==> src/board_irq_priority_controller_defines.svh <==
// Assertion helpers used by the top module of the interrupt combiner.
`ifndef BOARD_IRQ_PRIORITY_CONTROLLER_DEFINES_SVH
`define BOARD_IRQ_PRIORITY_CONTROLLER_DEFINES_SVH

// Same-cycle implication, checked on every rising edge outside reset.
`define BIPC_ASSERT_NOW(label, cond, prop) \
  label: assert property (@(posedge clk) disable iff (rst) (cond) |-> (prop)) \
    else $error("interrupt combiner check failed");

// Next-cycle implication, checked on every rising edge outside reset.
`define BIPC_ASSERT_NEXT(label, cond, prop) \
  label: assert property (@(posedge clk) disable iff (rst) (cond) |=> (prop)) \
    else $error("interrupt combiner check failed");

`endif

==> src/bipc_pkg.sv <==
package bipc_pkg;

  localparam int NUM_SOURCES_DEF = 13;
  localparam int MAX_SOURCES     = 16;

  // Request kinds
  localparam logic [1:0] REQ_SOURCE = 2'd0;
  localparam logic [1:0] REQ_READ   = 2'd1;
  localparam logic [1:0] REQ_WRITE  = 2'd2;

  // Register window offsets
  localparam logic [5:0] OFS_MASK    = 6'h00;
  localparam logic [5:0] OFS_POWOFF  = 6'h30;
  localparam logic [5:0] OFS_VERSION = 6'h32;
  localparam logic [5:0] OFS_OUTPORT = 6'h36;

  localparam logic [15:0] VERSION_VAL = 16'h0010;
  localparam logic [3:0]  NO_LEVEL    = 4'd15;

  // Monitor bit of each source; unused slots have no bit
  localparam logic [15:0] SRC_BIT [MAX_SOURCES] = '{
    16'h0800, 16'h0200, 16'h0100, 16'h1000, 16'h0400, 16'h0040, 16'h0020, 16'h0010,
    16'h0080, 16'h4000, 16'h2000, 16'h0001, 16'h8000, 16'h0000, 16'h0000, 16'h0000
  };

  // Fixed priority level of each source; lower wins
  localparam logic [3:0] SRC_PRIO [MAX_SOURCES] = '{
    4'd0, 4'd1, 4'd2, 4'd3, 4'd4, 4'd5, 4'd6, 4'd7,
    4'd8, 4'd9, 4'd10, 4'd11, 4'd12, 4'd15, 4'd15, 4'd15
  };

  typedef struct packed {
    logic [1:0]  req_type;
    logic [3:0]  source_index;
    logic        source_level;
    logic [5:0]  bus_address;
    logic [15:0] write_data;
  } req_t;

  typedef struct packed {
    logic [15:0] read_data;
    logic [3:0]  irl_level_out;
    logic        shutdown_pulse;
  } rsp_t;

endpackage

==> src/bipc_irl_enc.sv <==
module bipc_irl_enc #(
  parameter int NumSources = bipc_pkg::NUM_SOURCES_DEF
) (
  input  logic [15:0] live,
  output logic [3:0]  irl
);

  logic [3:0] best;

  // Pick the lowest level among live sources; strict compare so lower wins
  always_comb begin
    best = bipc_pkg::NO_LEVEL;
    for (int i = NumSources - 1; i >= 0; i--) begin
      if ((live & bipc_pkg::SRC_BIT[i]) != 16'h0000 && bipc_pkg::SRC_PRIO[i] < best) begin
        best = bipc_pkg::SRC_PRIO[i];
      end
    end
    irl = best ^ bipc_pkg::NO_LEVEL;
  end

endmodule

==> src/board_irq_priority_controller.sv <==
// Board interrupt combiner: takes one item per clock while item_stall is low (source
// level change, bus read or bus write) and offers one result per item. The
// accepting edge loads the item into the input register, and the next
// free edge moves its result into the result register.
// The pending, mask and output-port registers update on the same edge that
// moves the result into the result register; the result carries the interrupt
// level as it stands after the item.
`include "board_irq_priority_controller_defines.svh"

module board_irq_priority_controller #(
  parameter int NUM_SOURCES = bipc_pkg::NUM_SOURCES_DEF
) (
  input  logic           clk,
  input  logic           rst,
  input  logic           item_valid,
  output logic           item_stall,
  input  bipc_pkg::req_t item,
  output logic           result_valid,
  input  logic           result_stall,
  output bipc_pkg::rsp_t result
);

  localparam logic [4:0] SRC_LIMIT = 5'(NUM_SOURCES);

  logic           s1_valid;
  bipc_pkg::req_t s1;
  logic [15:0]    pending_monitor;
  logic [15:0]    irq_mask;
  logic [15:0]    output_port;
  logic [15:0]    pending_monitor_next;
  logic [15:0]    irq_mask_next;
  logic [15:0]    output_port_next;
  bipc_pkg::rsp_t result_next;
  logic [3:0]     irl;
  logic           out_free;
  logic           s1_adv;
  logic           accept;

  // Handshake: result register frees when empty or taken
  assign out_free   = !result_valid || !result_stall;
  assign s1_adv     = s1_valid && out_free;
  assign item_stall = s1_valid && !out_free;
  assign accept     = item_valid && !item_stall;

  // Decode the held item into state updates and a result
  always_comb begin
    pending_monitor_next     = pending_monitor;
    irq_mask_next            = irq_mask;
    output_port_next         = output_port;
    result_next.read_data    = 16'h0000;
    result_next.shutdown_pulse = 1'b0;
    case (s1.req_type)
      bipc_pkg::REQ_SOURCE: begin
        if ({1'b0, s1.source_index} < SRC_LIMIT) begin
          if (s1.source_level) begin
            pending_monitor_next = pending_monitor | bipc_pkg::SRC_BIT[s1.source_index];
          end else begin
            pending_monitor_next = pending_monitor & ~bipc_pkg::SRC_BIT[s1.source_index];
          end
        end
      end
      bipc_pkg::REQ_READ: begin
        case (s1.bus_address)
          bipc_pkg::OFS_MASK:    result_next.read_data = irq_mask;
          bipc_pkg::OFS_OUTPORT: result_next.read_data = output_port;
          bipc_pkg::OFS_VERSION: result_next.read_data = bipc_pkg::VERSION_VAL;
          default:               result_next.read_data = 16'h0000;
        endcase
      end
      bipc_pkg::REQ_WRITE: begin
        case (s1.bus_address)
          bipc_pkg::OFS_MASK:    irq_mask_next = s1.write_data;
          bipc_pkg::OFS_OUTPORT: output_port_next = s1.write_data;
          bipc_pkg::OFS_POWOFF:  result_next.shutdown_pulse = s1.write_data[0];
          default:               result_next.shutdown_pulse = 1'b0;
        endcase
      end
      default: begin
        result_next.read_data = 16'h0000;
      end
    endcase
    result_next.irl_level_out = irl;
  end

  // Encode the level seen after this item's update
  bipc_irl_enc #(
    .NumSources(NUM_SOURCES)
  ) u_irl_enc (
    .live(pending_monitor_next & irq_mask_next),
    .irl (irl)
  );

  // Hold control and state registers
  always_ff @(posedge clk) begin
    if (rst) begin
      s1_valid        <= 1'b0;
      result_valid    <= 1'b0;
      pending_monitor <= 16'h0000;
      irq_mask        <= 16'h0000;
      output_port     <= 16'h0000;
    end else begin
      if (accept) begin
        s1_valid <= 1'b1;
      end else if (s1_adv) begin
        s1_valid <= 1'b0;
      end
      if (s1_adv) begin
        result_valid    <= 1'b1;
        pending_monitor <= pending_monitor_next;
        irq_mask        <= irq_mask_next;
        output_port     <= output_port_next;
      end else if (!result_stall) begin
        result_valid <= 1'b0;
      end
    end
  end

  // Advance payload registers
  always_ff @(posedge clk) begin
    if (accept) begin
      s1 <= item;
    end
    if (s1_adv) begin
      result <= result_next;
    end
  end

  `BIPC_ASSERT_NOW(a_stall_only_full, item_stall, s1_valid && result_valid)
  `BIPC_ASSERT_NEXT(a_masked_quiet, s1_adv && (pending_monitor_next & irq_mask_next) == 16'h0000, result.irl_level_out == 4'd0)
  `BIPC_ASSERT_NEXT(a_shutdown_write, s1_adv && s1.req_type != bipc_pkg::REQ_WRITE, !result.shutdown_pulse)
  `BIPC_ASSERT_NEXT(a_read_zero, s1_adv && s1.req_type != bipc_pkg::REQ_READ, result.read_data == 16'h0000)

endmodule

==> config.mk <==
export PLATFORM = sky130hd
export DESIGN_NAME = board_irq_priority_controller
export DESIGN_NICKNAME = d
export VERILOG_FILES = /design/src/bipc_pkg.sv /design/src/bipc_irl_enc.sv /design/src/board_irq_priority_controller.sv
export VERILOG_INCLUDE_DIRS = /design/src /design/src/src
export SDC_FILE = /design/constraint.sdc
export NUM_CORES = 1
export LEC_CHECK = 0
export BUFFER_PORTS_ARGS = -buffer_cell sky130_fd_sc_hd__clkbuf_2
export CAP_MARGIN = 40
export CELL_PAD_IN_SITES_DETAIL_PLACEMENT = 0
export CELL_PAD_IN_SITES_GLOBAL_PLACEMENT = 2
export CORE_MARGIN = 5
export CORE_UTILIZATION = 39
export DETAILED_ROUTE_END_ITERATION = 6
export PLACE_DENSITY = 0.87
export SLEW_MARGIN = 20
export SYNTH_ARGS = -nofsm -noshare
export SYNTH_HDL_FRONTEND = slang
export SYNTH_SLANG_ARGS = --single-unit
==> constraint.sdc <==
create_clock -name clk -period 5.9 [get_ports clk]
set_clock_uncertainty 0.05 [all_clocks]
set_input_delay 0.885 -clock clk [delete_from_list [all_inputs] [get_ports clk]]
set_output_delay 0.885 -clock clk [all_outputs]
set_load 0.05 [all_outputs]
Yosys cells after proc, flatten, opt, wreduce, memory -nomap -nowiden
Memory sizes are Yosys's and may differ from the RTL's.
Index checks and enable logic that the tools add are counted.
{ "classes": {"order_cmp": 14, "eq_ne": 6, "muxes": 25, "bitwise": 6, "n_reduce_logical": 25} }
{ "ops": {"columns": ["cell", "n"], "rows": [
  ["2-to-1 mux 16 bit", 7],
  ["2-to-1 mux 4 bit", 12],
  ["one-hot mux 16 bit (3 select lines)", 1],
  ["bitwise AND 16 bit", 2],
  ["== test 6 bit, second input constant", 3],
  ["less-than comparator 3 x 4 -> 1 bit, first input constant", 4],
  ["less-than comparator 4 bit, first input constant", 4],
  ["inverter 16 bit", 1],
  ["bitwise OR 16 bit", 1],
  ["logical AND 1 bit", 15],
  ["less-than comparator 1 x 4 -> 1 bit, first input constant", 2],
  ["less-than comparator 2 x 4 -> 1 bit, first input constant", 2],
  ["zero test 6 bit", 1],
  [">= comparator 5 bit, second input constant", 1],
  ["inverter 4 -> 5 bit", 1],
  ["zero test 1 bit", 4],
  ["less-than comparator 4 bit, second input constant", 1],
  ["2-to-1 mux 1 bit", 4],
  ["inverter 4 bit", 1],
  ["AND reduction 3 bit", 1],
  ["== test 2 x 1 -> 1 bit, second input constant", 1],
  ["== test 2 bit, second input constant", 1],
  ["zero test 2 bit", 1],
  ["2-to-1 mux 2 bit", 1],
  ["4 further kinds", 4]
]} }
{ "totals": {"register_bits": 100, "rom_bits": 256, "inputBits": 33, "output_inout_bits": 23, "word_cells": 90, "memories": 1} }
{ "mem_list": {"columns": ["memory", "words", "word_bits", "read_ports", "rd_clocked_by_memory_dff", "write_ports", "line_no", "text"], "rows": [
  ["(name not given)", 16, 16, 1, 0, 0, "board_irq_priority_controller.sv:58", "pending_monitor_next = pending_monitor & ~bipc_pkg::SRC_BIT[s1.source_index];"]
]} }

Longest topological paths before layout
{ "depth": {"word_depth": 48, "mapped_depth": 9, "mapped_depth_nobuf": 6} }

Cells and area by module
Synthesis repeated with hierarchy kept, for this count alone.
{ "unflattened": {"hier_cells": 428, "area_unflattened_um2": 4613.2} }
{ "by_module_without_submodules": {"columns": ["module", "n_inst", "cells_each", "area_per_inst_um2", "seq_area_each_um2"], "rows": [
  ["board_irq_priority_controller", 1, 406, 4494.3, 2442.3],
  ["bipc_irl_enc", 1, 22, 118.9, 0.0]
]} }

Worst setup path before layout
No wires, ideal clock.
{ "synth_timing": {"path_kind": "input port to flip-flop", "from": "input result_stall", "to": "register s1[0] (netlist bit), enable pin", "setup_time_ns": 0.418, "arrival_ns": 2.639, "path_slack_ns": 2.793, "cell_stages": 2, "n_path_buf": 0, "cell_sequence": "and3_1 -> nor2b_1"} }
{ "synth_between": {"elab_chain_cells": 6} }
{ "synth_lines": {"columns": ["element", "line_no", "text"], "rows": [
  ["start: declaration", "board_irq_priority_controller.sv:19", "input logic result_stall,"],
  ["zero test 1 bit", null, null],
  ["logical OR 1 bit", "board_irq_priority_controller.sv:40", "assign out_free = !result_valid || !result_stall;"],
  ["zero test 1 bit", "board_irq_priority_controller.sv:42", "assign item_stall = s1_valid && !out_free;"],
  ["logical AND 1 bit", "board_irq_priority_controller.sv:42", null],
  ["zero test 1 bit", "board_irq_priority_controller.sv:43", "assign accept = item_valid && !item_stall;"],
  ["logical AND 1 bit", "board_irq_priority_controller.sv:43", null],
  ["named net accept", "board_irq_priority_controller.sv:37", "logic accept;"],
  ["end signal: assignment", "board_irq_priority_controller.sv:121", "s1 <= item;"],
  ["end: declaration", "board_irq_priority_controller.sv:26", "bipc_pkg::req_t s1;"]
]} }
The timed path passes the listed nets, and every way through them passes these cells.
A chain may end at the register's enable or synchronous reset.

Final worst setup path
{ "layout_timing": {"from": "register s1[27] (netlist bit)", "to": "register result[1] (netlist bit), data pin"} }
{ "layout_between": {"elab_chain_cells": 41, "word_cells_on_any_way": 43} }
{ "layout_lines": {"columns": ["element", "line_no", "text"], "rows": [
  ["== test 2 bit or zero test 2 bit (tied branches)", "board_irq_priority_controller.sv:52", "case (s1.req_type)"],
  ["2-to-1 mux 16 bit", "board_irq_priority_controller.sv:52", null],
  ["bitwise AND 16 bit *", "board_irq_priority_controller.sv:89", ".live(pending_monitor_next & irq_mask_next),"],
  ["2-to-1 mux 2 bit", "bipc_irl_enc.sv:14", "if ((live & bipc_pkg::SRC_BIT[i]) != 16'h0000 && bipc_pkg::SRC_PRIO[i] < best) begin"],
  ["less-than comparator 4 bit", "bipc_irl_enc.sv:14", null],
  ["logical AND 1 bit", "bipc_irl_enc.sv:14", null],
  ["2-to-1 mux 4 bit", "bipc_irl_enc.sv:14", null],
  ["less-than comparator 4 bit", "bipc_irl_enc.sv:14", null],
  ["(+26 left out)", null, null],
  ["less-than comparator 1 x 4 -> 1 bit", "bipc_irl_enc.sv:14", null],
  ["logical AND 1 bit", "bipc_irl_enc.sv:14", null],
  ["2-to-1 mux 4 bit", "bipc_irl_enc.sv:14", null],
  ["less-than comparator 1 x 4 -> 1 bit", "bipc_irl_enc.sv:14", null],
  ["logical AND 1 bit", "bipc_irl_enc.sv:14", null],
  ["2-to-1 mux 4 bit *", "bipc_irl_enc.sv:14", null],
  ["inverter 4 bit (no line) *", null, null],
  ["named net irl[0]", "board_irq_priority_controller.sv:34", "logic [3:0] irl;"],
  ["end signal: assignment", "board_irq_priority_controller.sv:124", "result <= result_next;"],
  ["end: declaration", "board_irq_priority_controller.sv:20", "output bipc_pkg::rsp_t result"]
]} }
The timed path passes the listed nets; every way through them passes the cells marked *.

==> metrics.md <==
| Metric | Value |
|---|---|
| Wire length of the first global-routing pass | `16,200 um` |
| CTS max path bufs | `2` |
| CTS tree | `yes` |
| Detailed-router iteration count before antenna repair | `4` |
| Multiplexer area fraction after synthesis | `0.0365` |
| Post-synth top area cell | `sky130_fd_sc_hd__edfxtp_1` |
| CTS Hold Bufs | `0` |
| Slew @ Worst Pin | `0.788 ns` |
| Worst Hold Class | `flop to flop` |
| Total Nets Final | `501` |
| Worst setup timing slack at the placement stage | `2.72 ns` |
| Area added between synthesis and finish | `15.2%` |
| Sink Count | `97` |
| Pin count of the biggest net entering global routing | `30` |
| Number of nets still failing antenna checks after routing | `0` |
| Main area contributors after synthesis | `sky130_fd_sc_hd__edfxtp_1, sky130_fd_sc_hd__dfxtp_1, sky130_fd_sc_hd__nand2_1, sky130_fd_sc_hd__a21oi_1, sky130_fd_sc_hd__nor2_1` |
| Clock-pin slew of the registers on the worst-case setup and hold paths | `0.08 ns` |
| Pwr/cell area | `264 nW/um^2` |
| Number of H-tree levels | `3` |
| Crit Path Max Fanout | `11` |
| Layout Cells excl Fill | `609` |
| Count of unique library cells instantiated by Yosys | `41` |
| RD Place Congestion | `0.859` |
| Worst IR Drop VDD | `0.000152 V` |
| Maximum frequency from static timing analysis | `349 MHz` |
| Critical path data required time | `5.98 ns` |
| Critical-path top delay cell | `sky130_fd_sc_hd__nor4b_4` |
| Highest-count cells in the layout ignoring fill and taps | `sky130_fd_sc_hd__nand2_1, sky130_fd_sc_hd__clkbuf_2, sky130_fd_sc_hd__a21oi_1, sky130_fd_sc_hd__edfxtp_1, sky130_fd_sc_hd__dfxtp_1` |
| Die height | `114 um` |
| Area of the core region | `10,400 sq um` |
| Hold Fails Final Rpt | `0` |
| Share of the cycle needed by the critical path after routing | `0.486` |
| Kind of start point of the critical path | `flop` |
| Vias/cell | `5.34` |
| Total global routing track utilization | `0.163` |
| Congestion Overflow GR | `0` |
| Max-slew headroom at the worst pin | `0.474` |
| Die Area | `12,900 sq um` |
| Arithmetic-cell share of the synthesized area counting full adders, half adders and majority gates | `0` |
| Clock buffer count from CTS | `9` |
| Count of pins on the block boundary | `56` |
| List of cells traversed by the critical path | `nor4b_4, nand2_1, mux2i_1, nor3_1, a221o_1, a31o_1` |
| Antenna violations before repair | `0` |
| Number of rows created at floorplan | `37` |
| Via count of the first global-routing pass | `3,250` |
| Worst Reg2Reg Path Length in Cells | `6` |
| Detailed-route wire length | `10,200 um` |
| Number of placed cells counting well taps | `590` |
| Setup violation total in the final timing report | `0` |
| Sequential element share of the synthesized area | `0.585` |
| Synth Net Count | `455` |
| Placed wire-length estimate after detailed placement | `7130 um` |
| Wire per inst | `16.8 um` |
| Final TNS setup | `0 ns` |
| Average instance area after synthesis | `9.90 sq um` |
| Xor and xnor area share after synthesis | `0` |
| Final critical-path required period | `2.87 ns` |
| Worst Path Arrival | `2.94 ns` |
| Initial standard-cell utilization of the core | `0.403` |
| Start-to-end type of the worst setup path | `flop to flop` |
| Ant diodes | `0` |
| CP max stage delay | `0.66 ns` |
| Post-Syn Area | `4180 sq um` |
| Least setup slack across all paths after layout | `3.03 ns` |
| Outcome | `finished, final reports clean` |
| Number of buffer cells added on primary ports | `55` |
| Dominant combinational cell family by area after synthesis | `simple AND/OR/NAND/NOR gates` |
| Post-synthesis compound-gate area fraction | `0.116` |
| Register bit total from synthesis | `97` |
| Total via count in the routed design | `3,251` |
| Worst Hold Slack | `0.407 ns` |
| X dimension of the die | `114 um` |
| Leakage | `1.66 nW` |
| Fillcell total | `1,032` |
| Starting DRT DRC Count | `171` |
| Fraction of synthesized cell area taken by the top area cell type | `0.359` |
| Setup Buffers After CTS | `0` |
| Max-capacitance violation count | `0` |
| Commonest non-fill, non-tap cell in the layout | `sky130_fd_sc_hd__nand2_1` |
| Drt drc | `0` |
| Worst setup EP type | `flop` |
| Max Slew Vio Count | `0` |
| Yosys warns | `0` |
| RSZ-0062 raised after global routing | `false` |
| Layout cell share with drive strength beyond 1 | `0.184` |
| Cells after Synth | `422` |
| Number of gates resized after CTS | `0` |
| Later-pin clock latency in the skew report | `0.38 ns` |
| Simple-gate share of the synthesized area | `0.233` |
| Cell depth of the worst min-delay path | `2` |
| Clock root buffer master | `sky130_fd_sc_hd__clkbuf_8` |
==> layer usage <==
| metal | vias to the layer above | routed length, um | global-route usage | share of wire |
|---|---|---|---|---|
| li1 | 1608 | - | - | - |
| met1 | 1565 | 4760 | 0.213 | 0.46 |
| met2 | 68 | 4830 | 0.263 | 0.47 |
| met3 | 10 | 515 | 0.0377 | 0.050 |
| met4 | 0 | 137 | 0.0625 | 0.013 |
| met5 | - | 0 | 0 | 0 |
==> power by group <==
part | switching (mW) | internal (mW)
Combinational | 0.0566 | 0.0244
Clock | 0.231 | 0.210
Sequential | 0.0213 | 0.729
==> cell type report <==
class                           count  area, sq um  share of cell area
Clock buffer                       12          145              0.0302
Clock inverter                      4         53.8              0.0112
Inverter                            4         15.0             0.00312
Multi-Input combinational cell    295         1620               0.336
Sequential cell                    97         2440               0.508
Tap cell                          136          170              0.0354
Timing Repair Buffer               61          369              0.0767
==> Yosys cell counts, drive strengths merged <==
master and n:
and2b 1, o21ai 4, and3 4, nand4 1, or4b 3, clkbuf 20
a31oi 3, nor4 16, nor3 21, nor4b 3, and4 2, edfxtp 50
a22oi 15, a31o 1, a311o 1, or4 4, a21o 1, o21ba 1
mux2 2, mux2i 13, inv 3, nand3 10, dfxtp 47, and2 1
a21oi 55, nand2 82, buf 6, o21bai 1, clkinv 1, nor2 42
nand2b 3, nor2b 4, a221o 1
==> final timing paths <==
kind                   from              to  slack, ns
max                  s1[27]       result[1]       3.03
min          output_port[0]  output_port[0]       0.41
max reg2reg          s1[27]       result[1]       3.03
min reg2reg  output_port[0]  output_port[0]       0.41
==> cell families after synthesis <==
family          Yosys count
compound gates           83
buf+inv                  30
flops                    97
mux                      15
simple gates            197
==> flip-flops by register name (all words and copies together) (netlist names) <==
name,flops
s1_valid,1
pending_monitor,13
result,21
result_valid,1
output_port,16
s1,29
irq_mask,16
==> through the flow <==
| step | power, mW | util | instance area (sq um) |
|---|---|---|---|
| 2_1_floorplan | 0.812 | - | 4180 |
| 3_3_place_gp | 0.840 | 0.436 | 4520 |
| 3_5_place_dp | 0.847 | 0.442 | 4580 |
| 4_1_cts | 1.29 | 0.461 | 4780 |
| 5_1_grt | 1.33 | 0.464 | 4810 |
| 6_report | 1.27 | 0.464 | 4810 |
==> critical path: cells and delay by family, from the launching register on <==
kind            cells  cell delay (ns)
compound gates      2             0.55
flops               1             0.57
mux                 1             0.32
simple gates        3             1.11
Power figures use the tool's default switching activity.
